## src/rtl/mac_table_hash_insert_assert.svh

```systemverilog
// ---------------------------------------------------------------------------
// Assertion macros for the MAC table hash insert block
// Concurrent checks clocked on clk_i and disabled while rst_ni is low.
// ---------------------------------------------------------------------------
`ifndef MAC_TABLE_HASH_INSERT_ASSERT_SVH
`define MAC_TABLE_HASH_INSERT_ASSERT_SVH

`ifndef NO_ASSERTIONS
// Check a property on every clock edge outside reset
`define MTHI_ASSERT(label, prop) \
  label: assert property (@(posedge clk_i) disable iff (!rst_ni) prop) \
    else $error("mac_table_hash_insert: property failed");
// Check that a condition leads to a consequence in the next cycle
`define MTHI_ASSERT_NEXT(label, ante, cons) \
  label: assert property (@(posedge clk_i) disable iff (!rst_ni) (ante) |=> (cons)) \
    else $error("mac_table_hash_insert: sequence failed");
`else
`define MTHI_ASSERT(label, prop)
`define MTHI_ASSERT_NEXT(label, ante, cons)
`endif

`endif

```

## src/rtl/mthi_pkg.sv

```systemverilog
`timescale 1ns / 1ps
// ---------------------------------------------------------------------------
// mthi_pkg
// Shared widths, codes and types of the MAC table hash insert block.
// ---------------------------------------------------------------------------
package mthi_pkg;

  // Field widths
  localparam int MacW    = 48;
  localparam int HashW   = 11;
  localparam int SlotW   = 12;
  localparam int LevelW  = 2;
  localparam int OutCntW = 32;

  // Occupancy rows: 32 slots per memory word
  localparam int RowW    = 32;
  localparam int BitIdxW = 5;

  // Base slots of the overflow levels
  localparam logic [SlotW-1:0] Level1Base = 12'd2048;
  localparam logic [SlotW-1:0] Level2Base = 12'd3072;
  localparam logic [SlotW-1:0] Level3Base = 12'd3584;

  typedef enum logic {
    OP_INSERT = 1'b0,
    OP_CLEAR  = 1'b1
  } op_e;

  typedef enum logic [LevelW-1:0] {
    LVL_PRIMARY = 2'd0,
    LVL_SECOND  = 2'd1,
    LVL_THIRD   = 2'd2,
    LVL_FOURTH  = 2'd3
  } level_e;

  // Classified job as queued between front and back
  typedef struct packed {
    op_e              op;
    logic [HashW-1:0] hash;
  } job_t;

  // Head of the job queue toward the back end
  typedef struct packed {
    logic valid;
    job_t job;
  } fe_req_t;

  // Back end status toward the front end
  typedef struct packed {
    logic sweeping;
  } be_stat_t;

endpackage

```

## src/rtl/mthi_out_if.sv

```systemverilog
`timescale 1ns / 1ps
// ---------------------------------------------------------------------------
// mthi_out_if
// Result channel: placement outcome and counter snapshot with valid/ready.
// ---------------------------------------------------------------------------
interface mthi_out_if import mthi_pkg::*; ();
  logic               valid;
  logic               ready;
  logic               placed;
  logic [LevelW-1:0]  level;
  logic [SlotW-1:0]   slot;
  logic [OutCntW-1:0] collisions_level1;
  logic [OutCntW-1:0] collisions_level2;
  logic [OutCntW-1:0] collisions_level3;
  logic [OutCntW-1:0] collisions_level4;
  logic [OutCntW-1:0] probes_level2;
  logic [OutCntW-1:0] probes_level3;
  logic [OutCntW-1:0] probes_level4;

  modport source (
    output valid, output placed, output level, output slot,
    output collisions_level1, output collisions_level2,
    output collisions_level3, output collisions_level4,
    output probes_level2, output probes_level3, output probes_level4,
    input  ready
  );
  modport sink (
    input  valid, input placed, input level, input slot,
    input  collisions_level1, input collisions_level2,
    input  collisions_level3, input collisions_level4,
    input  probes_level2, input probes_level3, input probes_level4,
    output ready
  );
endinterface

```

## src/rtl/mthi_back.sv

```systemverilog
`timescale 1ns / 1ps
// ---------------------------------------------------------------------------
// mthi_back
// Runs queued jobs against four occupancy banks read in parallel, keeps the
// saturating collision and probe counters and drives the result register.
// ---------------------------------------------------------------------------
`include "mac_table_hash_insert_assert.svh"

module mthi_back import mthi_pkg::*; #(
  parameter int COUNT_BITS = 32
) (
  input  logic        clk_i,
  input  logic        rst_ni,
  input  fe_req_t     req_i,
  output logic        pop_o,
  output be_stat_t    stat_o,
  mthi_out_if.source  out_o
);

  localparam int Bank0Rows = 2048 / RowW;
  localparam int Bank1Rows = 1024 / RowW;
  localparam int Bank2Rows = 512 / RowW;
  localparam int Row0W     = $clog2(Bank0Rows);
  localparam int Row1W     = $clog2(Bank1Rows);
  localparam int Row2W     = $clog2(Bank2Rows);
  localparam int ExtW      = (COUNT_BITS > OutCntW) ? COUNT_BITS : OutCntW;

  typedef enum logic [1:0] {
    ST_SWEEP,
    ST_IDLE,
    ST_EVAL
  } state_e;

  // Occupancy banks, one per level
  logic [RowW-1:0] bank0_mem [Bank0Rows];
  logic [RowW-1:0] bank1_mem [Bank1Rows];
  logic [RowW-1:0] bank2_mem [Bank2Rows];
  logic [RowW-1:0] bank3_mem [Bank2Rows];

  state_e              state_q;
  logic [Row0W-1:0]    sweep_row_q;
  logic                reply_q;
  job_t                job_q;
  logic [RowW-1:0]     rd_q [4];
  logic [COUNT_BITS-1:0] col_q [4];
  logic [COUNT_BITS-1:0] col_d [4];
  logic [COUNT_BITS-1:0] prb_q [3];
  logic [COUNT_BITS-1:0] prb_d [3];
  logic                out_valid_q;
  logic                placed_q;
  level_e              level_q;
  logic [SlotW-1:0]    slot_q;

  logic                out_free;
  logic                clr_start;
  logic [BitIdxW-1:0]  bit_idx;
  logic [3:0]          occ;
  logic [3:0]          reach;
  logic [3:0]          place;
  logic                placed_d;
  level_e              level_d;
  logic [SlotW-1:0]    slot_d;
  logic [3:0]          we;
  logic [Row0W-1:0]    wa0;
  logic [Row1W-1:0]    wa1;
  logic [Row2W-1:0]    wa2;
  logic [RowW-1:0]     wd [4];
  logic [RowW-1:0]     bit_mask;
  logic [ExtW-1:0]     col_x [4];
  logic [ExtW-1:0]     prb_x [3];

  function automatic logic [COUNT_BITS-1:0] sat_inc(input logic [COUNT_BITS-1:0] v);
    return (&v) ? v : v + 1'b1;
  endfunction

  // Take a job only when the result register is free by the next edge
  assign out_free        = !out_valid_q || out_o.ready;
  assign pop_o           = (state_q == ST_IDLE) && req_i.valid && out_free;
  assign clr_start       = pop_o && (req_i.job.op == OP_CLEAR);
  assign stat_o.sweeping = (state_q == ST_SWEEP);

  // Probe chain over the four levels
  always_comb begin
    bit_idx  = job_q.hash[BitIdxW-1:0];
    for (int k = 0; k < 4; k++) begin
      occ[k] = rd_q[k][bit_idx];
    end
    reach[0] = 1'b1;
    for (int k = 1; k < 4; k++) begin
      reach[k] = reach[k-1] & occ[k-1];
    end
    place    = reach & ~occ;
    placed_d = |place;
    if (place[0]) begin
      level_d = LVL_PRIMARY;
      slot_d  = SlotW'(job_q.hash);
    end else if (place[1]) begin
      level_d = LVL_SECOND;
      slot_d  = Level1Base | SlotW'(job_q.hash[9:0]);
    end else if (place[2]) begin
      level_d = LVL_THIRD;
      slot_d  = Level2Base | SlotW'(job_q.hash[8:0]);
    end else begin
      level_d = LVL_FOURTH;
      slot_d  = Level3Base | SlotW'(job_q.hash[8:0]);
    end
  end

  // Counter updates for one insert
  always_comb begin
    for (int k = 0; k < 4; k++) begin
      col_d[k] = (reach[k] && occ[k]) ? sat_inc(col_q[k]) : col_q[k];
    end
    for (int k = 0; k < 3; k++) begin
      prb_d[k] = reach[k+1] ? sat_inc(prb_q[k]) : prb_q[k];
    end
  end

  // Bank write port: zero rows while sweeping, set one bit after a probe
  always_comb begin
    bit_mask = RowW'(1) << bit_idx;
    for (int k = 0; k < 4; k++) begin
      we[k] = (state_q == ST_SWEEP) || ((state_q == ST_EVAL) && place[k]);
      wd[k] = (state_q == ST_SWEEP) ? '0 : (rd_q[k] | bit_mask);
    end
    if (state_q == ST_SWEEP) begin
      wa0 = sweep_row_q;
      wa1 = sweep_row_q[Row1W-1:0];
      wa2 = sweep_row_q[Row2W-1:0];
    end else begin
      wa0 = job_q.hash[BitIdxW +: Row0W];
      wa1 = job_q.hash[BitIdxW +: Row1W];
      wa2 = job_q.hash[BitIdxW +: Row2W];
    end
  end

  // Bank memories, read at the queue head hash
  always_ff @(posedge clk_i) begin
    if (we[0]) begin
      bank0_mem[wa0] <= wd[0];
    end
    rd_q[0] <= bank0_mem[req_i.job.hash[BitIdxW +: Row0W]];
  end

  always_ff @(posedge clk_i) begin
    if (we[1]) begin
      bank1_mem[wa1] <= wd[1];
    end
    rd_q[1] <= bank1_mem[req_i.job.hash[BitIdxW +: Row1W]];
  end

  always_ff @(posedge clk_i) begin
    if (we[2]) begin
      bank2_mem[wa2] <= wd[2];
    end
    rd_q[2] <= bank2_mem[req_i.job.hash[BitIdxW +: Row2W]];
  end

  always_ff @(posedge clk_i) begin
    if (we[3]) begin
      bank3_mem[wa2] <= wd[3];
    end
    rd_q[3] <= bank3_mem[req_i.job.hash[BitIdxW +: Row2W]];
  end

  // Sequencer, counters and result register
  always_ff @(posedge clk_i or negedge rst_ni) begin
    if (!rst_ni) begin
      state_q     <= ST_SWEEP;
      sweep_row_q <= '0;
      reply_q     <= 1'b0;
      job_q       <= '0;
      out_valid_q <= 1'b0;
      placed_q    <= 1'b0;
      level_q     <= LVL_PRIMARY;
      slot_q      <= '0;
      for (int k = 0; k < 4; k++) begin
        col_q[k] <= '0;
      end
      for (int k = 0; k < 3; k++) begin
        prb_q[k] <= '0;
      end
    end else begin
      // Drop the result once it is transferred
      if (out_valid_q && out_o.ready) begin
        out_valid_q <= 1'b0;
      end
      case (state_q)
        ST_SWEEP: begin
          sweep_row_q <= sweep_row_q + 1'b1;
          if (sweep_row_q == Row0W'(Bank0Rows - 1)) begin
            state_q <= ST_IDLE;
            if (reply_q) begin
              out_valid_q <= 1'b1;
              placed_q    <= 1'b0;
              level_q     <= LVL_PRIMARY;
              slot_q      <= '0;
            end
          end
        end
        ST_IDLE: begin
          if (clr_start) begin
            state_q     <= ST_SWEEP;
            sweep_row_q <= '0;
            reply_q     <= 1'b1;
            for (int k = 0; k < 4; k++) begin
              col_q[k] <= '0;
            end
            for (int k = 0; k < 3; k++) begin
              prb_q[k] <= '0;
            end
          end else if (pop_o) begin
            job_q   <= req_i.job;
            state_q <= ST_EVAL;
          end
        end
        ST_EVAL: begin
          state_q     <= ST_IDLE;
          out_valid_q <= 1'b1;
          placed_q    <= placed_d;
          level_q     <= level_d;
          slot_q      <= slot_d;
          col_q       <= col_d;
          prb_q       <= prb_d;
        end
        default: begin
          state_q <= ST_IDLE;
        end
      endcase
    end
  end

  // Counter snapshot: low 32 bits, zero-extended for narrow counters
  always_comb begin
    for (int k = 0; k < 4; k++) begin
      col_x[k] = ExtW'(col_q[k]);
    end
    for (int k = 0; k < 3; k++) begin
      prb_x[k] = ExtW'(prb_q[k]);
    end
  end

  assign out_o.valid             = out_valid_q;
  assign out_o.placed            = placed_q;
  assign out_o.level             = level_q;
  assign out_o.slot              = slot_q;
  assign out_o.collisions_level1 = col_x[0][OutCntW-1:0];
  assign out_o.collisions_level2 = col_x[1][OutCntW-1:0];
  assign out_o.collisions_level3 = col_x[2][OutCntW-1:0];
  assign out_o.collisions_level4 = col_x[3][OutCntW-1:0];
  assign out_o.probes_level2     = prb_x[0][OutCntW-1:0];
  assign out_o.probes_level3     = prb_x[1][OutCntW-1:0];
  assign out_o.probes_level4     = prb_x[2][OutCntW-1:0];

  // An insert marks at most one slot
  `MTHI_ASSERT(a_single_bank_write, (state_q == ST_EVAL) |-> $onehot0(we))
  // An insert evaluation is followed by idle in the next cycle
  `MTHI_ASSERT_NEXT(a_eval_one_cycle, state_q == ST_EVAL, state_q == ST_IDLE)
  // A result appears only after an insert or a requested sweep
  `MTHI_ASSERT(a_result_source,
    $rose(out_valid_q) |-> ($past(state_q) == ST_EVAL || $past(state_q) == ST_SWEEP))
  // Counters fall only through a clear
  `MTHI_ASSERT(a_counter_monotonic, (col_q[0] < $past(col_q[0])) |-> $past(clr_start))

endmodule

```

## src/flat_wrapper.sv

```systemverilog
// flat-port wrapper written by rule: the top's interface ports become plain ports
module mthi_back_flat import mthi_pkg::*;
#(
  parameter int COUNT_BITS = 32
)
  (clk_i, rst_ni, req_i, pop_o, stat_o, out_o_valid, out_o_placed, out_o_level, out_o_slot, out_o_collisions_level1, out_o_collisions_level2, out_o_collisions_level3, out_o_collisions_level4, out_o_probes_level2, out_o_probes_level3, out_o_probes_level4, out_o_ready);
  mthi_out_if out_o_i ();
  input  logic clk_i;
  input  logic rst_ni;
  input  fe_req_t req_i;
  output logic pop_o;
  output be_stat_t stat_o;
  output wire logic [$bits(out_o_i.valid)-1:0] out_o_valid;
  output wire logic [$bits(out_o_i.placed)-1:0] out_o_placed;
  output wire logic [$bits(out_o_i.level)-1:0] out_o_level;
  output wire logic [$bits(out_o_i.slot)-1:0] out_o_slot;
  output wire logic [$bits(out_o_i.collisions_level1)-1:0] out_o_collisions_level1;
  output wire logic [$bits(out_o_i.collisions_level2)-1:0] out_o_collisions_level2;
  output wire logic [$bits(out_o_i.collisions_level3)-1:0] out_o_collisions_level3;
  output wire logic [$bits(out_o_i.collisions_level4)-1:0] out_o_collisions_level4;
  output wire logic [$bits(out_o_i.probes_level2)-1:0] out_o_probes_level2;
  output wire logic [$bits(out_o_i.probes_level3)-1:0] out_o_probes_level3;
  output wire logic [$bits(out_o_i.probes_level4)-1:0] out_o_probes_level4;
  input wire logic [$bits(out_o_i.ready)-1:0] out_o_ready;
  assign out_o_valid = out_o_i.valid;
  assign out_o_placed = out_o_i.placed;
  assign out_o_level = out_o_i.level;
  assign out_o_slot = out_o_i.slot;
  assign out_o_collisions_level1 = out_o_i.collisions_level1;
  assign out_o_collisions_level2 = out_o_i.collisions_level2;
  assign out_o_collisions_level3 = out_o_i.collisions_level3;
  assign out_o_collisions_level4 = out_o_i.collisions_level4;
  assign out_o_probes_level2 = out_o_i.probes_level2;
  assign out_o_probes_level3 = out_o_i.probes_level3;
  assign out_o_probes_level4 = out_o_i.probes_level4;
  assign out_o_i.ready = out_o_ready;
  mthi_back #(.COUNT_BITS(COUNT_BITS)) u_core (.clk_i(clk_i), .rst_ni(rst_ni), .req_i(req_i), .pop_o(pop_o), .stat_o(stat_o), .out_o(out_o_i));
endmodule
```

## config.mk

```make
export PLATFORM = sky130hd
export DESIGN_NAME = mthi_back_flat
export DESIGN_NICKNAME = d
export VERILOG_FILES = /design/src/rtl/mthi_pkg.sv /design/src/rtl/mthi_out_if.sv /design/src/rtl/mthi_back.sv /design/src/flat_wrapper.sv
export VERILOG_INCLUDE_DIRS = /design/src /design/src/rtl
export SDC_FILE = /design/constraint.sdc
export NUM_CORES = 2
export LEC_CHECK = 0
export ABC_CLOCK_PERIOD_IN_PS = 4290
export BUFFER_PORTS_ARGS = -buffer_cell sky130_fd_sc_hd__buf_2
export CORE_MARGIN = 2
export CORE_UTILIZATION = 47
export DETAILED_ROUTE_END_ITERATION = 6
export HOLD_SLACK_MARGIN = 0.08
export PLACE_DENSITY = 0.75
export SLEW_MARGIN = 0
export SYNTH_ARGS = -nofsm -noshare
export SYNTH_HDL_FRONTEND = slang
export SYNTH_MEMORY_MAX_BITS = 65536
export SYNTH_SLANG_ARGS = --single-unit
```

## constraint.sdc

```tcl
create_clock -name clk_i -period 4.29 [get_ports clk_i]
set_clock_uncertainty 0.1 [all_clocks]
set_input_delay 0.858 -clock clk_i [delete_from_list [all_inputs] [get_ports clk_i]]
set_output_delay 0.858 -clock clk_i [all_outputs]
set_load 0.05 [all_outputs]
```

# Word level (Yosys, flattened, before mapping)
# Memory sizes are Yosys's and may differ from the RTL's.
# Index checks and enable logic that the tools add are counted.
[op_classes]
add_sub_neg = 8
shift = 1
eq_ne = 20
n_bitwise = 9
reduce_logical = 41
order_cmp = 1
muxes = 66
[op_table]
columns = ["op", "n"]
rows = [
  ["$mux W32", 18],
  ["$pmux W128 S2", 1],
  ["$add A32 B1 Y32 const B", 7],
  ["$reduce_and A32 Y1", 7],
  ["$pmux W96 S2", 1],
  ["$mux W128", 1],
  ["$or A32 B32 Y32", 4],
  ["$mux W96", 1],
  ["$mux W12", 3],
  ["$shl A1 B5 Y32 const A", 1],
  ["$reduce_and A4 Y1", 7],
  ["$pmux W12 S2", 1],
  ["$bmux W1 S5", 4],
  ["$mux W1", 18],
  ["$ne A2 B1 Y1 const B", 9],
  ["$mux W2", 7],
  ["$ne A2 B2 Y1 const B", 7],
  ["$mux W6", 2],
  ["$pmux W6 S2", 1],
  ["$logic_and A1 B1 Y1", 11],
  ["$mux W11", 1],
  ["$mux W10", 1],
  ["$pmux W2 S2", 2],
  ["$add A6 B1 Y6 const B", 1],
  ["other kinds (19)", 30],
]
[word_totals]
n_memories = 5
ff_bits = 260
inputBits = 16
word_cells = 166
out_inout_bits = 242
ram_bits = 4224
[mem_list]
columns = ["name", "depth", "width", "read_ports", "rd_clocked_by_memory_dff", "wr", "line", "source"]
rows = [
  ["u_core.bank0_mem", 64, 32, 1, 0, 1, "mthi_back.sv:35", "logic [RowW-1:0] bank0_mem [Bank0Rows];"],
  ["u_core.bank1_mem", 32, 32, 1, 0, 1, "mthi_back.sv:36", "logic [RowW-1:0] bank1_mem [Bank1Rows];"],
  ["u_core.bank2_mem", 16, 32, 1, 0, 1, "mthi_back.sv:37", "logic [RowW-1:0] bank2_mem [Bank2Rows];"],
  ["u_core.bank3_mem", 16, 32, 1, 0, 1, "mthi_back.sv:38", "logic [RowW-1:0] bank3_mem [Bank2Rows];"],
  ["u_core.rd_q", 4, 32, 4, 0, 4, "mthi_back.sv:44", "logic [RowW-1:0] rd_q [4];"],
]

# Depth between registers and ports, before layout
# An unclocked memory read counts as a cell.
[depth]
ltp_word = 10
depth_mapped = 13
mapped_depth_nobuf = 8

# Least setup slack after synthesis
# OpenSTA, ideal clock, no wires.
[synth_path]
path_type = "flip-flop to flip-flop"
startpoint = "register u_core.job_q, in the netlist u_core.bit_idx[0]"
endpoint = "memory u_core.bank1_mem[0][0] (enable)"
period_less_slack_ns = 4.362
slack_ns = -0.072
setup_ns = 0.421
stages_incl_launch_ff = 10
required_time_ns = 3.769
arrival_time_ns = 3.841
n_path_buf = 2
cell_sequence = "dfrtp_1 -> buf_6 -> mux4_2 -> mux4_2 -> or2_1 -> and2_1 -> buf_6 -> o21ai_0 -> nand2_1 -> nor2_1"
[synth_via]
elab_chain_cells = 8
elab_cells_between_ends = 10
cone_classes = "6 x mux; 2 x bitwise; 2 x reduce/logical"
[synth_lines]
columns = ["item", "line", "source"]
rows = [
  ["start, declared", "mthi_back.sv:43", "job_t job_q;"],
  ["start signal, assigned", "mthi_back.sv:213", "job_q <= req_i.job;"],
  ["$bmux W1 S5", "mthi_back.sv:86", "occ[k] = rd_q[k][bit_idx];"],
  ["$mux W1 (implied by the code)", "mthi_back.sv:86", ""],
  ["$not A4 Y4", "mthi_back.sv:92", "place = reach & ~occ;"],
  ["$and A4 B4 Y4 (*)", "mthi_back.sv:92", ""],
  ["$logic_and A1 B1 Y1 (*)", "mthi_back.sv:123", "we[k] = (state_q == ST_SWEEP) || ((state_q == ST_EVAL) && place[k]);"],
  ["$logic_or A1 B1 Y1 (*)", "mthi_back.sv:123", ""],
  ["$mux W1 (*)", "mthi_back.sv:146", "if (we[1]) begin"],
  ["$mux W1 (implied by the code) (*)", "mthi_back.sv:147", "bank1_mem[wa1] <= wd[1];"],
  ["end, declared", "mthi_back.sv:36", ""],
]
# Mark *: on every way between the ends. The rest lies on a longest branch, timed or not. The select of a mux whose other input is x is not followed.

# Final worst setup path
[layout_path]
startpoint = "register u_core.job_q, in the netlist u_core.bit_idx[1]"
endpoint = "memory u_core.bank3_mem[4][29] (enable)"
[layout_via]
elab_chain_cells = 9
elab_cells_between_ends = 16
cone_classes = "10 x mux; 4 x bitwise; 2 x reduce/logical"
[layout_lines]
columns = ["item", "line", "source"]
rows = [
  ["$bmux W1 S5", "mthi_back.sv:86", ""],
  ["$mux W1 (implied by the code)", "mthi_back.sv:86", ""],
  ["$and A1 B1 Y1 (2 in a row)", "mthi_back.sv:90", "reach[k] = reach[k-1] & occ[k-1];"],
  ["$and A4 B4 Y4 (*)", "mthi_back.sv:92", ""],
  ["$logic_and A1 B1 Y1 (*)", "mthi_back.sv:123", ""],
  ["$logic_or A1 B1 Y1 (*)", "mthi_back.sv:123", ""],
  ["$mux W1 (*)", "mthi_back.sv:160", "if (we[3]) begin"],
  ["$mux W1 (implied by the code) (*)", "mthi_back.sv:161", "bank3_mem[wa2] <= wd[3];"],
  ["end, declared", "mthi_back.sv:38", ""],
]
# Marks and branches as above.

==> impl_metrics.yaml <==
critical_path:
  path_cells: "buf_4, mux2_2, a221oi_1, o211ai_1, nand2_1, nor4_1, nor2_4, nor2_4, buf_12"
  cp_max_fo: 27
  crit_slowest_cell: "nor2_4"
  worstPathRequired_ns: 4.85
  worstSetupEndpointType: "flop"
  crit_top_cell: "nor2_4"
  cp_slowest_stage_delay_ns: 0.84
  setup.worst_path.class: "flop to flop"
  cp-start-kind: "flop"
  cp.arrival_ns: 4.68
timing:
  slew_headroom: 0.0706
  hold_viol_final: 0
  fin_crit_ns: 4.12
  max_freq_ghz: 0.243
  rsz0062_at_grt: "no"
  finalMaxSlewViolations: 0
  tightest_slew_ns: 1.39
  finalSetupViolCount: 0
  post-route-period-util: 0.960
place:
  dpl.cell_count: 13300
  hpwl_um: 269000
  gp_congestion: 0.933
  portBuffers: 257
power_and_ir_drop:
  peakVddDrop_uv: 558
  power_w: 0.115
  power_leakage_nw: 64.9
  p_per_area_nw_per_um2: 573
yosys:
  synth_cells: 8017
  syn_area_sq_um: 174000
  syn_avg_cell_area_sq_um: 21.7
  synth.distinct_cells: 66
  synth_seq_cells: 4484
  ys_warn_count: 0
  synth_fp_nets: 8041
  synth_edf_count: 4096
  async_reset_ff_frac: 0.0580
  ys.flop_type: "edfxtp_1"
  yosysSeqAreaShare: 0.760
route:
  wl_per_cell_um: 32.2
  drt_iter0_markers: 13500
  antenna_left: 0
  wl_um: 452000
  firstDrtPassIters: 6
  viasPerCell: 6.37
  drc: 0
  via_count: 89500
die:
  rows: 223
  die_w_um: 612
  die_area_sq_um: 375000
  pin_count: 258
  core_sq_um: 369000
  dieHeight_um: 612
  start_util: 0.472
layout:
  final_common_cell: "edfxtp_1"
  multi_input_area_sq_um: 41200
  fillerInstances: 26300
  layout-drive-gt1-share: 0.323
  instances_no_fill: 14100
  fin_nets: 8768
  area_growth_pct: 15.1
  layout_common_cells: "edfxtp_1, mux4_2, clkbuf_16"
  seq_area_sq_um: 132000
clock_tree:
  cts_resized: 0
  cts.sinks: 4484
  numCtsBuffers: 422
  root_buffer: "clkbuf_16"
  path_clk_slew_ns: 0.06
  tritoncts: "done"
  cts_buffer_depth: 4
  clkLatencyLatePin_ns: 0.96
  htreeDepth: 5
global_routing:
  grt_pass1_vias: 88700
  grt-ovfl-total: 0
  grt_usage: 0.239
  antenna_found_initial: 31
  grt_pass1_wl_um: 648000
  grt_max_degree: 133
run_status:
  status: "completed"
flow_run:
  drv_cap: 0
hold_path:
  min_path_type: "input port to flop"
==> cell usage after synthesis (52+ instances only) <==
master       n  area, sq um
a21oi_1    118          591
buf_1      116          435
clkbuf_1   274         1030
dfrtp_1    260         6510
dfxtp_1    128         2560
edfxtp_1  4096       123000
mux2_2      52          586
mux2i_1     62          621
mux4_2    1340        30200
nand2_1    207          777
nand2b_1    54          338
nand3_1     98          490
nand4_1     67          419
nor2_1     471         1770
o21ai_0     97          485
o31ai_1     54          405
or3_1       79          494
or4_1       61          458
==> cell type report <==
type / count / share of cell area
antenna: 11 / 0.000138
clock buffer: 526 / 0.0562
clock inverter: 245 / 0.0120
inverter: 21 / 0.000432
multi-input combinational: 3072 / 0.206
sequential: 4484 / 0.660
tap: 4950 / 0.0310
timing repair buffer: 743 / 0.0344
==> where the power goes <==
group	switching (W)	total [W]	internal, W
clock network	0.0162	0.0372	0.0210
logic	0.0140	0.0194	0.00545
registers	0.00179	0.0579	0.0562
total	0.0320	0.115	0.0827
==> per-stage QoR <==
stage	setup TNS [ns]	util	worst slack, ns	cell area, sq um	hold WS [ns]
final	0	0.543	0.170	200000	0.263
after CTS	0	0.543	0.259	200000	0.210
after global routing	0	0.543	0.0956	200000	0.218
after detailed placement	0	0.506	0.274	186000	0.374
after global placement	0	0.506	0.291	186000	0.356
after floorplan	-73.33	-	-0.0725	174000	0.334
==> metal layers <==
metal | vias up | part of all wire | GRT usage
met1 | 47100 | 0.36 | 0.320
li1 | 35200 | - | -
met3 | 1012 | 0.12 | 0.0630
met4 | 30 | 0.048 | 0.0982
met2 | 6199 | 0.47 | 0.374
met5 | - | 0.00073 | 0.00310
==> critical path: cells and delay by family, from the launching register on <==
kind,cells,cell delay [ns]
buffers and inverters,2,0.65
AND/OR/NAND/NOR,4,1.60
AO/OA/AOI/OAI,2,0.49
multiplexers,1,0.39
flip-flops,1,0.56
==> path summary, 6_finish.rpt <==
check	slack [ns]	startpoint	cells after the start	end
setup / recovery	0.17	u_core.bit_idx[1]$_DFFE_PN0P_	9	u_core.bank3_mem[4][29]$_DFFE_PP_
hold / removal	0.26	req_i[1]	2	u_core.bit_idx[1]$_DFFE_PN0P_
setup reg to reg	0.17	u_core.bit_idx[1]$_DFFE_PN0P_	9	u_core.bank3_mem[4][29]$_DFFE_PP_
hold reg to reg	0.39	u_core.reply_q$_DFFE_PN0P_	1	u_core.reply_q$_DFFE_PN0P_
max in group asynchronous	2.62	rst_ni	4	u_core.out_o.collisions_level4[21]$_DFFE_PN0P_
min in group asynchronous	0.49	rst_ni	2	u_core.out_o.probes_level4[6]$_DFFE_PN0P_
==> sequential cells by signal, indices dropped and copies added, names as in the netlist, 5 cells and up <==
register	cells
u_core.bank0_mem	2048
u_core.bank1_mem	1024
u_core.bank2_mem	512
u_core.bank3_mem	512
u_core.bit_idx	5
u_core.job_q	6
u_core.out_o.collisions_level1	32
u_core.out_o.collisions_level2	32
u_core.out_o.collisions_level3	32
u_core.out_o.collisions_level4	32
u_core.out_o.probes_level2	32
u_core.out_o.probes_level3	32
u_core.out_o.probes_level4	32
u_core.out_o.slot	12
u_core.rd_q	128
u_core.sweep_row_q	6
==> kinds of logic after synthesis <==
logic type / after synthesis / share of synthesized area
flops: 4484 / 0.760
mux: 1454 / 0.181
simple gates: 1237 / 0.0349
buf+inv: 461 / 0.0106
compound gates: 351 / 0.0123
xor+xnor: 22 / 0.00111
fa+ha+maj: 8 / 0.000576
==> what timing repair did <==
item | in CTS | in global routing
hold buffers | 1 | 0
hold endpoints to repair | 86 | 0
endpoints found under the setup margin | 0 | 0
setup buffers | 0 | 0
Power figures use the tool's default switching activity.
