--- src/rtl/mac_table_hash_insert_assert.svh ---
// ---------------------------------------------------------------------------
// Assertion macros for the MAC table hash insert block
// Concurrent checks clocked on clk_i and disabled while rst_ni is low.
// ---------------------------------------------------------------------------
`ifndef MAC_TABLE_HASH_INSERT_ASSERT_SVH
`define MAC_TABLE_HASH_INSERT_ASSERT_SVH

`ifndef NO_ASSERTIONS
// Check a property on every clock edge outside reset
`define MTHI_ASSERT(label, prop) \
  label: assert property (@(posedge clk_i) disable iff (!rst_ni) prop) \
    else $error("mac_table_hash_insert: property failed");
// Check that a condition leads to a consequence in the next cycle
`define MTHI_ASSERT_NEXT(label, ante, cons) \
  label: assert property (@(posedge clk_i) disable iff (!rst_ni) (ante) |=> (cons)) \
    else $error("mac_table_hash_insert: sequence failed");
`else
`define MTHI_ASSERT(label, prop)
`define MTHI_ASSERT_NEXT(label, ante, cons)
`endif

`endif

--- src/rtl/mthi_pkg.sv ---
`timescale 1ns / 1ps
// ---------------------------------------------------------------------------
// mthi_pkg
// Shared widths, codes and types of the MAC table hash insert block.
// ---------------------------------------------------------------------------
package mthi_pkg;

  // Field widths
  localparam int MacW    = 48;
  localparam int HashW   = 11;
  localparam int SlotW   = 12;
  localparam int LevelW  = 2;
  localparam int OutCntW = 32;

  // Occupancy rows: 32 slots per memory word
  localparam int RowW    = 32;
  localparam int BitIdxW = 5;

  // Base slots of the overflow levels
  localparam logic [SlotW-1:0] Level1Base = 12'd2048;
  localparam logic [SlotW-1:0] Level2Base = 12'd3072;
  localparam logic [SlotW-1:0] Level3Base = 12'd3584;

  typedef enum logic {
    OP_INSERT = 1'b0,
    OP_CLEAR  = 1'b1
  } op_e;

  typedef enum logic [LevelW-1:0] {
    LVL_PRIMARY = 2'd0,
    LVL_SECOND  = 2'd1,
    LVL_THIRD   = 2'd2,
    LVL_FOURTH  = 2'd3
  } level_e;

  // Classified job as queued between front and back
  typedef struct packed {
    op_e              op;
    logic [HashW-1:0] hash;
  } job_t;

  // Head of the job queue toward the back end
  typedef struct packed {
    logic valid;
    job_t job;
  } fe_req_t;

  // Back end status toward the front end
  typedef struct packed {
    logic sweeping;
  } be_stat_t;

endpackage

--- src/rtl/mthi_in_if.sv ---
`timescale 1ns / 1ps
// ---------------------------------------------------------------------------
// mthi_in_if
// Request channel: operation code and MAC address with valid/ready.
// ---------------------------------------------------------------------------
interface mthi_in_if import mthi_pkg::*; ();
  logic            valid;
  logic            ready;
  op_e             op;
  logic [MacW-1:0] mac_address;

  modport source (output valid, output op, output mac_address, input ready);
  modport sink   (input valid, input op, input mac_address, output ready);
endinterface

--- src/rtl/mthi_front.sv ---
`timescale 1ns / 1ps
// ---------------------------------------------------------------------------
// mthi_front
// Accepts requests, folds the MAC address into an 11-bit hash and queues
// the classified job for the back end in a two-entry queue.
// ---------------------------------------------------------------------------
module mthi_front import mthi_pkg::*; (
  input  logic     clk_i,
  input  logic     rst_ni,
  mthi_in_if.sink  in_i,
  input  be_stat_t stat_i,
  input  logic     pop_i,
  output fe_req_t  req_o
);

  localparam int QDepth = 2;
  localparam int PtrW   = $clog2(QDepth);

  logic [23:0]      fold_x;
  logic [11:0]      fold_f;
  job_t             job_in;
  logic             push;
  job_t             q_mem_q [QDepth];
  logic [PtrW-1:0]  wr_ptr_q, rd_ptr_q;
  logic [PtrW:0]    cnt_q;

  // Fold the address: halves of 24, then halves of 12, keep 11 bits
  always_comb begin
    fold_x      = in_i.mac_address[47:24] ^ in_i.mac_address[23:0];
    fold_f      = fold_x[11:0] ^ fold_x[23:12];
    job_in.op   = in_i.op;
    job_in.hash = fold_f[HashW-1:0];
  end

  // Hold off requests while the table is swept or the queue is full
  assign in_i.ready = !stat_i.sweeping && (cnt_q != (PtrW+1)'(QDepth));
  assign push       = in_i.valid && in_i.ready;

  // Queue storage
  always_ff @(posedge clk_i) begin
    if (push) begin
      q_mem_q[wr_ptr_q] <= job_in;
    end
  end

  // Queue pointers and fill count
  always_ff @(posedge clk_i or negedge rst_ni) begin
    if (!rst_ni) begin
      wr_ptr_q <= '0;
      rd_ptr_q <= '0;
      cnt_q    <= '0;
    end else begin
      if (push) begin
        wr_ptr_q <= wr_ptr_q + 1'b1;
      end
      if (pop_i) begin
        rd_ptr_q <= rd_ptr_q + 1'b1;
      end
      case ({push, pop_i})
        2'b10:   cnt_q <= cnt_q + 1'b1;
        2'b01:   cnt_q <= cnt_q - 1'b1;
        default: cnt_q <= cnt_q;
      endcase
    end
  end

  assign req_o.valid = (cnt_q != '0);
  assign req_o.job   = q_mem_q[rd_ptr_q];

endmodule

--- src/flat_wrapper.sv ---
// flat-port wrapper written by rule: the top's interface ports become plain ports
module mthi_front_flat import mthi_pkg::*;
  (clk_i, rst_ni, stat_i, pop_i, req_o, in_i_valid, in_i_op, in_i_mac_address, in_i_ready);
  mthi_in_if in_i_i ();
  input  logic clk_i;
  input  logic rst_ni;
  input  be_stat_t stat_i;
  input  logic pop_i;
  output fe_req_t req_o;
  input wire logic [$bits(in_i_i.valid)-1:0] in_i_valid;
  input wire logic [$bits(in_i_i.op)-1:0] in_i_op;
  input wire logic [$bits(in_i_i.mac_address)-1:0] in_i_mac_address;
  output wire logic [$bits(in_i_i.ready)-1:0] in_i_ready;
  assign in_i_i.valid = in_i_valid;
  assign in_i_i.op = in_i_op;
  assign in_i_i.mac_address = in_i_mac_address;
  assign in_i_ready = in_i_i.ready;
  mthi_front u_core (.clk_i(clk_i), .rst_ni(rst_ni), .in_i(in_i_i), .stat_i(stat_i), .pop_i(pop_i), .req_o(req_o));
endmodule
--- config.mk ---
export PLATFORM = sky130hd
export DESIGN_NAME = mthi_front_flat
export DESIGN_NICKNAME = d
export VERILOG_FILES = /design/src/rtl/mac_table_hash_insert_assert.svh /design/src/rtl/mthi_pkg.sv /design/src/rtl/mthi_in_if.sv /design/src/rtl/mthi_front.sv /design/src/flat_wrapper.sv
export SDC_FILE = /design/constraint.sdc
export NUM_CORES = 1
export LEC_CHECK = 0
export ABC_AREA = 1
export BUFFER_PORTS_ARGS = -buffer_cell sky130_fd_sc_hd__buf_2
export CORE_ASPECT_RATIO = 0.75
export CORE_MARGIN = 4
export CORE_UTILIZATION = 49
export CTS_CLUSTER_DIAMETER = 120
export DETAILED_ROUTE_END_ITERATION = 8
export GPL_TIMING_DRIVEN = 0
export PLACE_DENSITY = 0.8
export SYNTH_ARGS = -nofsm -noshare
export SYNTH_HDL_FRONTEND = slang
export SYNTH_SLANG_ARGS = --single-unit
--- constraint.sdc ---
create_clock -name clk_i -period 1.97 [get_ports clk_i]
set_input_delay 0.0985 -clock clk_i [delete_from_list [all_inputs] [get_ports clk_i]]
set_output_delay 0.0985 -clock clk_i [all_outputs]
set_load 0.005 [all_outputs]
## Word-level counts from Yosys, hierarchy flattened

Memories as Yosys holds them, arrays and structs flattened.
Cells that the tools add are included.

- Register bits: 4
- Memory bits (writable): 24
- Memories: 1
- Input port bits: 54

Memories:

| memory | words | bits a word | rd ports | clocked after Yosys merged registers in | wr ports | RTL line | source |
|---|---|---|---|---|---|---|---|
| u_core.q_mem_q | 2 | 12 | 1 | 0 | 1 | mthi_front.sv:23 | `job_t q_mem_q [QDepth];` |

- Equality and inequality tests: 3
- Reduce and logical (&&, ||, !) cells: 5
- Bitwise operators: 2
- Multiplexer cells: 3
- Add/subtract/negate cells: 4

Operator list:

| cell | count |
|---|---|
| bitwise XOR 23 bit | 1 |
| bitwise XOR 11 bit | 1 |
| one-hot mux 2 bit (2 select lines) | 1 |
| nonzero test 2 bit | 2 |
| adder 1 bit (second input constant) | 2 |
| adder 2 x 1 -> 2 bit (second input constant) | 1 |
| equality test 2 x 1 -> 1 bit (second input constant) | 1 |
| equality test 2 bit (second input constant) | 1 |
| logical AND 1 bit | 2 |
| 2-to-1 mux 1 bit | 2 |
| inequality test 2 bit (second input constant) | 1 |
| subtractor 2 x 1 -> 2 bit (second input constant) | 1 |
| logical NOT 1 bit | 1 |

## Longest topological paths before layout

Gate-level depths: netlist (run 1).

- Depth after elaboration: 5
- Depth in mapped cells: 9
- Mapped depth without buffers: 9

## Worst setup path after synthesis (run 1)

No wires, ideal clock.

- Path kind: flip-flop to flip-flop
- Start: reg u_core.cnt_q[0]
- End: mem u_core.q_mem_q[1][0] (netlist bit) (enable)
- Library setup time: 0.380 ns
- Path buffers: 0
- Setup slack: 0.455 ns
- Arrival: 1.135 ns
- Period minus slack after synthesis: 1.515 ns
- Cell stages (with the launch flop): 5
- Required time: 1.590 ns
- Cells stage by stage: dfrtp_1 inv_1 nand2_1 nand3_2 nor2_1

- Cells in the longest elaborated chain, start to end: 5

RTL lines:

| what | RTL line | source |
|---|---|---|
| from (decl) | mthi_front.sv:25 | `logic [PtrW:0] cnt_q;` |
| from (signal assigned) | mthi_front.sv:60 | `2'b10: cnt_q <= cnt_q + 1'b1;` |
| from (signal assigned) | mthi_front.sv:61 | `2'b01: cnt_q <= cnt_q - 1'b1;` |
| from (signal assigned) | mthi_front.sv:62 | `default: cnt_q <= cnt_q;` |
| inequality test 2 bit | mthi_front.sv:36 | `assign in_i.ready = !stat_i.sweeping && (cnt_q != (PtrW+1)'(QDepth));` |
| logical AND 1 bit | mthi_front.sv:36 |  |
| logical AND 1 bit | mthi_front.sv:37 | `assign push = in_i.valid && in_i.ready;` |
| 2-to-1 mux 1 bit | mthi_front.sv:41 | `if (push) begin` |
| 2-to-1 mux 1 bit (implied by the code) | mthi_front.sv:42 | `q_mem_q[wr_ptr_q] <= job_in;` |
| to (decl) | mthi_front.sv:23 |  |

Every way passes these cells.

## Worst setup path in the final report (run 1)

- Start: reg u_core.cnt_q[0]
- End: mem u_core.q_mem_q[1][4] (netlist bit) (enable)

The elaborated chain is that of the path after synthesis.

==> run metrics, run 1 <==
outcome=completed; Fmax=approximately 660 MHz; crit path launch type=register; Yosys cell types=15; GR Util All Layers=between 10 and 15%; Fin. Hold Viols=0; yosys warns=0; Inst Count DP=between 300 and 400; DIE AREA=about 4700 µm²; drt drc=0; Post-CTS Setup Bufs=0; Leak Pwr=1.37 nW; total core area=between 3000 and 4000 µm²; Die Span X=~78 µm; period utilization=~77%; DR WL met3=roughly 240 µm; Power per Cell Area=807 nW/µm²; Hold WC Path Type=in2reg; port buffer count=63; first-pass GRT wire length=between 5000 and 6000 µm; CP max stage delay=roughly 0.50 ns; Worst Reg-to-Reg Cells=4; Setup violations, final=0; Synth Cell Area=between 1500 and 2000 µm²; layout cells sized above 1=between 20% and 30%; WL met2=about 1400 µm; Peak VDD IR=472 µV; Post-DP Area=between 2000 and 2500 µm²; cell family with most CP delay=simple AND/OR/NAND/NOR gates; Final Critical Period=around 1.5 ns; final worst slack=around 0.45 ns; syn avg cell area=about 6.7 µm²; Place WS=between 0.1 and 0.15 ns; ANT nets after route=0; critical path arrival=about 1.4 ns; drt total wl=3160 µm; clk sinks=28; CTS tree=yes; Syn Inst Count=about 270; H-tree Lvls=1; M1 WL=between 1000 and 1500 µm; area grow syn2layout=24.3%; Initial Util=a little over half; Cell Count, Final, Fillers Out=384; clock insertion delay at the later pin of the skew report=0.26 ns; Final #Nets=just under 400; Crit Path Max Fanout=12; clk_skew=about 0.00047 ns; CP Capture Type=register; Root Buffer=clkbuf_8; vias per cell=4.26; number of max-cap violations=0; Critical Path RT=about 1.9 ns; post-DR wirelength/cell=8.22 µm; Reg clk slew, reported paths=about 0.080 ns; Syn Nets=around 320; vias in the first global route=1310; Slew Limit Fails=0; die height=60.4 µm; worst slew pin tran=roughly 0.62 ns; TritonCTS buffer count=3; Critical path buffers and inverters=1; Hold Path Cell Cnt=2; routed via count=about 1600; Slew HR=58.5%; gpl congestion=0.732; initial antenna violation count=0; Slowest-stage cell, CP=nor2_2; Final Core Density=around 66%; Fin Setup TNS=0 ns; num rows=18; register bit count reported by yosys=28; DRT Pass-1 Iters=4; worst hold margin=between 0.02 and 0.025 ns; top sig layer=met4; Seq/Total Area, Yosys=45.7%; Tot Pwr=between 1.5 and 2 mW; RSZ-0062 raised after global routing=no; DPL Wire Length=between 2000 and 3000 µm; CTS max path bufs=2; pin count of the biggest net entering global routing=16; total gr overflow=0; IO Count=68; ant diodes=0; critical path class=reg2reg; DR iter-0 viols=55; CP cell instances=inv_1 > nand2_1 > nand3_2 > nor2_2; Worst path depth=4; fin area=roughly 2200 µm²
[Yosys cell counts]
library cell / number / area share (%)
nand3_1: 12 / 3.3
edfxtp_1: 24 / 40
ha_1: 1 / 0.70
nand4_1: 2 / 0.70
nand3_2: 1 / 0.56
buf_6: 2 / 1.3
o21ai_0: 11 / 3.1
o21ai_2: 1 / 0.49
dfrtp_1: 4 / 5.6
inv_1: 63 / 13
a21oi_1: 1 / 0.28
nand2_1: 141 / 29
xnor2_1: 1 / 0.49
nor2_1: 1 / 0.21
xor2_1: 1 / 0.49
[final cells by class]
class / count / area [µm²]
inverters: 63 / 236
well taps: 50 / 62.6
flip-flops and latches: 28 / 821
repair buffers: 64 / 325
plain buffers: 2 / 22.5
clock buffers: 4 / 45.0
fillers: 299 / 1170
multi-input cells: 173 / 717
[worst register-to-register path, stage by stage, from the launching register on]
cell and delay [ns]:
dfrtp_1 0.39, inv_1 0.09, nand2_1 0.09, nand3_2 0.10
nor2_2 0.50
[flip-flops by register name, summed over array words and instances, names as in the netlist]
register	cells
u_core.cnt_q	2
u_core.q_mem_q	24
u_core.rd_ptr_q	1
u_core.wr_ptr_q	1
[layout by cell type (no fill, tap or decap)]
cell type,n
nand2_1,141
inv_1,63
buf_2,63
edfxtp_1,24
nand3_1,12
o21ai_0,11
dfrtp_1,4
clkbuf_8,3
buf_6,2
nand4_1,2
o21ai_2,1
a21oi_1,1
nand3_2,1
nor2_2,1
xnor2_1,1
xor2_1,1
ha_1,1
clkbuf_1,1
dlygate4sd3_1,1
[worst paths after layout]
check	startpoint	to	slack, ns
worst max-delay path	u_core.cnt_q[0]$_DFFE_PN0P_	u_core.q_mem_q[1][4]$_DFFE_PP_	0.45
worst min-delay path	pop_i	u_core.rd_ptr_q$_DFFE_PN0P_	0.02
worst max register to register	u_core.cnt_q[0]$_DFFE_PN0P_	u_core.q_mem_q[1][4]$_DFFE_PP_	0.45
worst min register to register	u_core.wr_ptr_q$_DFFE_PN0P_	u_core.wr_ptr_q$_DFFE_PN0P_	0.48
max in group asynchronous	rst_ni	u_core.cnt_q[0]$_DFFE_PN0P_	1.67
min in group asynchronous	rst_ni	u_core.cnt_q[1]$_DFFE_PN0P_	0.18
[timing repair]
item                       in CTS  in global routing
hold buffers                    1                  0
resized for setup               0                  1
setup endpoints to repair       0                 12
hold endpoints to repair        4                  0
[metal layers]
layer,global-route usage (%),vias up
met1,15.6,663
met4,3.05,0
met2,24.8,42
met3,4.30,2
li1,-,928
met5,0,-
[cell families after synthesis]
kind of cell / count (synthesis) / synth area share [%]
flops: 28 / 45.7
simple gates: 157 / 34.3
compound gates: 13 / 3.84
xor+xnor: 2 / 0.976
buf+inv: 65 / 14.4
fa+ha+maj: 1 / 0.697
[power by group]
group          switching, mW  total [mW]  leakage, nW  internal (mW)
clock                  0.154       0.299       0.0228          0.145
sequential            0.0635       0.831        0.269          0.767
combinational          0.378       0.671         1.08          0.292
total                  0.596        1.80         1.37           1.20
No activity file was read; power rests on OpenSTA's default activity.
==> inputs of run 2 (changes only) <==
CORE_UTILIZATION = 44   (was 49)
PLACE_DENSITY = 0.76   (was 0.8)
clock period = 1.3 ns   (was 1.97 ns; I/O delays follow)
==> run 2 against run 1 <==
First-iteration DRC count increased by 40%; final cell count rose by 3.1%; sequential share of layout area down 2.8 points; clock-buffer cell count unchanged; register-to-register slack got worse by 0.37 ns; via count up 4.6%; clock skew rose by 0.00068 ns; combinational power rose by 120%; critical path depth decreased by 1; clock power rose by 52%; routed wire length up 11%; design area increased by 8.3%.
==> run metrics, run 2 (synthesis results as in run 1) <==
outcome=completed (unchanged); Sequential Area=822 µm² (was 821 µm²); Final #Nets=400 (was 390); Leak Pwr=1.43 nW (was 1.37 nW); most frequent cells in the layout=140 x nand2_1, 63 x buf_2, 60 x inv_1 (was 141 x nand2_1, 63 x inv_1, 63 x buf_2); IO Count=68 (unchanged); R2R Path Start=u_core.cnt_q[0]$_DFFE_PN0P_ (unchanged); first-pass GRT wire length=5140 µm (was 5020 µm); CP Capture Type=output pin (was register); num rows=19 (was 18); worst hold margin=0.0351 ns (was 0.0226 ns); ant diodes=0 (unchanged); Hold WC Path Type=in2reg (unchanged); clk sinks=28 (unchanged); H-tree Lvls=1 (unchanged); Final Critical Period=approximately 1.3 ns; Crit Path Max Fanout=6 (was 12); area occupied by multi-input gates=771 µm² (was 717 µm²); area grow syn2layout=34.6% (was 24.3%); DIE AREA=5170 µm² (was 4700 µm²); critical path class=reg2out (was reg2reg); clk_skew=0.00115 ns (was 0.000469 ns); vias in the first global route=1302 (was 1310); critical path arrival=1.23 ns (was 1.43 ns); vias per cell=4.32 (was 4.26); Fmax=around 770 MHz; Setup violations, final=0 (unchanged); period utilization=between 90% and 100%; Worst R2R Setup Slack=0.08 ns (was 0.45 ns); CTS max path bufs=2 (unchanged); Hold Startpoint=pop_i (unchanged); Peak VDD IR=626 µV (was 472 µV); Place WS=-0.172 ns (was 0.143 ns); fin area=2410 µm² (was 2230 µm²); Slew Limit Fails=0 (unchanged); max reg flops=24 (unchanged); Worst R2R End=u_core.q_mem_q[0][8]$_DFFE_PP_ (was u_core.q_mem_q[1][4]$_DFFE_PP_); total core area=3780 µm² (was 3400 µm²); layout cells sized above 1=26.5% (was 21.3%); commonest non-fill, non-tap cell in the layout=nand2_1 (unchanged); Root Buffer=clkbuf_8 (unchanged); Initial Util=47.5% (was 52.8%); routed via count=1710 (was 1635); largest register by flop count=u_core.q_mem_q (unchanged); pin count of the biggest net entering global routing=16 (unchanged); CTS tree=yes (unchanged); TritonCTS buffer count=3 (unchanged); post-DR wirelength/cell=8.87 µm (was 8.22 µm); clock insertion delay at the later pin of the skew report=0.26 ns (about the same); drt drc=0 (unchanged); fill count=349 (was 299); number of max-cap violations=0 (unchanged); Worst Reg-to-Reg Cells=5 (was 4); ANT nets after route=0 (unchanged); DRT Pass-1 Iters=4 (unchanged); Critical Path RT=1.24 ns (was 1.88 ns); Hold EP=u_core.rd_ptr_q$_DFFE_PN0P_ (unchanged); drt total wl=3510 µm (was 3160 µm); total gr overflow=0 (unchanged); port buffer count=63 (unchanged); die height=63.3 µm (was 60.4 µm); initial antenna violation count=0 (unchanged); DR iter-0 viols=77 (was 55); Hold Path Cell Cnt=2 (unchanged); Fin. Hold Viols=0 (unchanged); Post-DP Area=2180 µm² (was 2170 µm²); Final Core Density=63.9% (was 65.6%); GR Util All Layers=12.5% (was 13.4%); Reg clk slew, reported paths=0.08 ns (about the same); Slew HR=87.2% (was 58.5%); DPL Wire Length=2540 µm (was 2560 µm); Fin Setup TNS=0 ns (unchanged); Tot Pwr=3.18 mW (was 1.80 mW); Inst Count DP=381 (was 379); Largest regs=u_core.q_mem_q: 24 flops, u_core.cnt_q: 2 flops (unchanged); RSZ-0062 raised after global routing=yes (was no); Power per Cell Area=1320 nW/µm² (was 807 nW/µm²); worst slew pin tran=0.192 ns (was 0.621 ns); final worst slack=0.00902 ns (was 0.449 ns); gpl congestion=0.719 (was 0.732); Cell Count, Final, Fillers Out=396 (was 384); Die Span X=81.7 µm (was 77.9 µm); crit path launch type=register (unchanged)
## run 2: cell count changes in the layout (fill, tap and decap cells not counted), sizes merged
cell / delta
inv: -1
buf: +8
clkbuf: +1
dlygate4sd3: +1
clkinvlp: +1
## run 2: area by class of cell
type	instances	share of cell area, %
Timing Repair Buffer	74	18.4
Buffer	2	1.09
Multi-Input combinational cell	173	31.9
Inverter	63	9.95
Clock buffer	4	1.87
Sequential cell	28	34.0
Tap cell	52	2.69
## run 2: worst max path at each step
stage               slack [ns]                             end  depth (start not counted)                   startpoint
global placement         -0.15  u_core.q_mem_q[0][4]$_DFFE_PP_                          4  u_core.cnt_q[0]$_DFFE_PN0P_
global route             -0.03                       req_o[11]                          3  u_core.rd_ptr_q$_DFFE_PN0P_
detailed placement       -0.17  u_core.q_mem_q[0][5]$_DFFE_PP_                          4  u_core.cnt_q[0]$_DFFE_PN0P_
CTS                       0.02                        req_o[8]                          3  u_core.rd_ptr_q$_DFFE_PN0P_
finish                   0.009                       req_o[11]                          3  u_core.rd_ptr_q$_DFFE_PN0P_
floorplan                 0.04     u_core.cnt_q[1]$_DFFE_PN0P_                          8  u_core.cnt_q[0]$_DFFE_PN0P_
## run 2: power by group
| group | leakage, nW | switching, mW | total (mW) | internal [mW] |
|---|---|---|---|---|
| clock network | 0.0228 | 0.235 | 0.453 | 0.219 |
| registers | 0.268 | 0.0953 | 1.26 | 1.16 |
| logic | 1.14 | 0.738 | 1.47 | 0.733 |
## run 2: timing repair
item	4_1_cts	5_1_grt
cloned	0	2
endpoints found under the hold margin	6	0
gates resized for setup	4	23
setup endpoints to repair	33	23
pin swaps	1	0
hold buffers	2	0
buffers inserted	4	3
## run 2: worst max-delay path: stages, from the launching register on
cell and delay, ns:
dfrtp_2 0.49, buf_4 0.19, o21ai_0 0.15, buf_2 0.14
## run 2: per-layer routing
metal  vias up  track usage (%)  part of all wire, %
met1       711             15.7                   45
met4         0             1.87                 0.28
met3         2             4.42                  7.8
met5         -                0                    0
li1        956                -                    -
met2        41             21.2                   47
==> inputs of run 3 (changes only) <==
CORE_MARGIN = 3   (was 4)
==> run 3 against run 2 <==
Sequential power barely moved; total power fell by 6.7%; critical path depth rose by 1; utilization fell by 1.8 points; maximum frequency rose by 3.2%; via count fell by 1.6%; final cell count fell by 1.0%; clock skew barely moved; combinational power fell by 14%; clock power rose by 1%.
==> run metrics, run 3 (synthesis results as in run 1) <==
DR iter-0 viols=87 (was 77); Flop pwr share=42.2% (was 39.6%); clock share of power=15.5% (was 14.2%); routed via count=1682 (was 1710); Power per Cell Area=1270 nW/µm² (was 1320 nW/µm²); commonest non-fill, non-tap cell in the layout=nand2_1 (unchanged); Fmax=800 MHz (was 775 MHz); critical path class=reg2reg (was reg2out); Largest regs=u_core.q_mem_q: 24 flops, u_core.cnt_q: 2 flops (unchanged); R2R Path Start=u_core.cnt_q[1]$_DFFE_PN0P_ (was u_core.cnt_q[0]$_DFFE_PN0P_); Fin. Hold Viols=0 (unchanged); GR Util All Layers=14.6% (was 12.5%); Crit Path Max Fanout=12 (was 6); Worst R2R End=u_core.q_mem_q[0][8]$_DFFE_PP_ (unchanged); crit path launch type=register (unchanged); Final Core Density=62.1% (was 63.9%); CTS tree=yes (unchanged); number of max-cap violations=0 (unchanged); Hold Startpoint=pop_i (unchanged); total core area=3780 µm² (unchanged); Combinational Power Share=42.4% (was 46.2%); Final #Nets=396 (was 400); outcome=completed (unchanged); Slew HR=87.5% (was 87.2%); layout cells sized above 1=24.4% (was 26.5%); worst slew pin tran=0.188 ns (was 0.192 ns); Sw Pwr=1.01 mW (was 1.07 mW); RSZ-0062 raised after global routing=yes (unchanged); worst hold margin=0.0379 ns (was 0.0351 ns); Critical Path RT=1.29 ns (was 1.24 ns); Hold EP=u_core.rd_ptr_q$_DFFE_PN0P_ (unchanged); Setup violations, final=0 (unchanged); ANT nets after route=0 (unchanged); vias per cell=4.29 (was 4.32); num rows=19 (unchanged); ant diodes=0 (unchanged); Reg clk slew, reported paths=0.08 ns (about the same); DIE AREA=4890 µm² (was 5170 µm²); die height=61.3 µm (was 63.3 µm); internal power=1.96 mW (was 2.12 mW); Root Buffer=clkbuf_8 (unchanged); Switching Share=33.9% (was 33.5%); Peak VDD IR=692 µV (was 626 µV); total gr overflow=0 (unchanged); H-tree Lvls=1 (unchanged); gpl congestion=0.709 (was 0.719); Worst Reg-to-Reg Cells=4 (was 5); pin count of the biggest net entering global routing=16 (unchanged); Die Span X=79.7 µm (was 81.7 µm); clk_skew=0.00162 ns (was 0.00115 ns); largest register by flop count=u_core.q_mem_q (unchanged); port buffer count=63 (unchanged); max reg flops=24 (unchanged); post-DR wirelength/cell=8.88 µm (was 8.87 µm); critical path arrival=1.24 ns (was 1.23 ns); clk sinks=28 (unchanged); initial antenna violation count=0 (unchanged); CP Capture Type=register (was output pin); Hold Path Cell Cnt=2 (unchanged); Slew Limit Fails=0 (unchanged); DPL Wire Length=2690 µm (was 2540 µm); Final Critical Period=1.25 ns (was 1.29 ns); DRT Pass-1 Iters=4 (unchanged); IO Count=68 (unchanged); clock insertion delay at the later pin of the skew report=0.27 ns (was 0.26 ns); CTS max path bufs=2 (unchanged); Initial Util=47.5% (unchanged); first-pass GRT wire length=5460 µm (was 5140 µm); most frequent cells in the layout=140 x nand2_1, 63 x buf_2, 60 x inv_1 (unchanged); vias in the first global route=1399 (was 1302); Leak Pwr=1.40 nW (was 1.43 nW); Hold WC Path Type=in2reg (unchanged); period utilization=96.2% (was 99.3%); TritonCTS buffer count=3 (unchanged); area grow syn2layout=30.8% (was 34.6%); drt drc=0 (unchanged); drt total wl=3480 µm (was 3510 µm); Worst R2R Setup Slack=0.05 ns (was 0.08 ns)
## run 3: cell count changes in the layout (fill, tap and decap cells not counted), sizes merged
cell,delta
buf,-3
clkbuf,-1
## run 3: worst max-delay path by stage
stage                                     start                             end  slack (ns)  depth (start not counted)
floorplan           u_core.cnt_q[0]$_DFFE_PN0P_     u_core.cnt_q[1]$_DFFE_PN0P_        0.04                          8
global placement    u_core.cnt_q[0]$_DFFE_PN0P_  u_core.q_mem_q[0][5]$_DFFE_PP_       -0.15                          4
detailed placement  u_core.cnt_q[0]$_DFFE_PN0P_  u_core.q_mem_q[0][5]$_DFFE_PP_       -0.14                          4
CTS                 u_core.rd_ptr_q$_DFFE_PN0P_                        req_o[7]       0.005                          3
global route        u_core.cnt_q[0]$_DFFE_PN0P_     u_core.cnt_q[1]$_DFFE_PN0P_       -0.03                          8
finish              u_core.cnt_q[1]$_DFFE_PN0P_  u_core.q_mem_q[0][8]$_DFFE_PP_        0.05                          4
## run 3: timing repair
item / 4_1_cts / 5_1_grt
hold endpoints to repair: 6 / 0
setup endpoints to repair: 34 / 31
hold buffers: 2 / 0
cloned: 0 / 0
resized for setup: 3 / 12
setup buffers: 4 / 1
pin swaps: 1 / 1
## run 3: routing by layer
| layer | part of all wire, % | vias to the layer above | track usage (%) |
|---|---|---|---|
| li1 | - | 941 | - |
| met5 | 0 | - | 0 |
| met1 | 43 | 699 | 16.3 |
| met3 | 6.3 | 4 | 3.80 |
| met2 | 49 | 38 | 28.1 |
| met4 | 1.2 | 0 | 4.34 |
## run 3: layout make-up
cell class / count / area (µm²)
fill: 340 / 1430
timing repair buffer: 70 / 398
multi-input combinational: 173 / 753
inverter: 63 / 240
sequential: 28 / 822
clock buffer: 4 / 45.0
buffer: 2 / 22.5
tap: 52 / 65.1
## run 3: metrics by stage
step	worst slack, ns	setup TNS, ns	power [mW]	area (µm²)	instances
final	0.0493	0	2.97	2350	392
after global routing	-0.0287	-0.103	3.21	2350	392
after CTS	0.00544	0	2.91	2320	391
after detailed placement	-0.138	-2.49	2.33	2180	381
after global placement	-0.150	-2.59	2.30	2180	381
after floorplan	0.0387	0	1.88	1800	266
## run 3: power groups by stage
stage	combinational, mW	clock, mW	sequential (mW)
5_1_grt	1.44	0.498	1.27
4_1_cts	1.19	0.480	1.24
3_5_place_dp	1.05	0	1.28
3_3_place_gp	1.02	0	1.27
2_1_floorplan	0.628	0	1.25
6_report	1.26	0.459	1.25
## run 3: worst max-delay path: stages, from the launching register on
cell	delay, ns
dfrtp_1	0.44
nand2_4	0.10
nand4_1	0.15
clkinvlp_4	0.14
buf_12	0.14
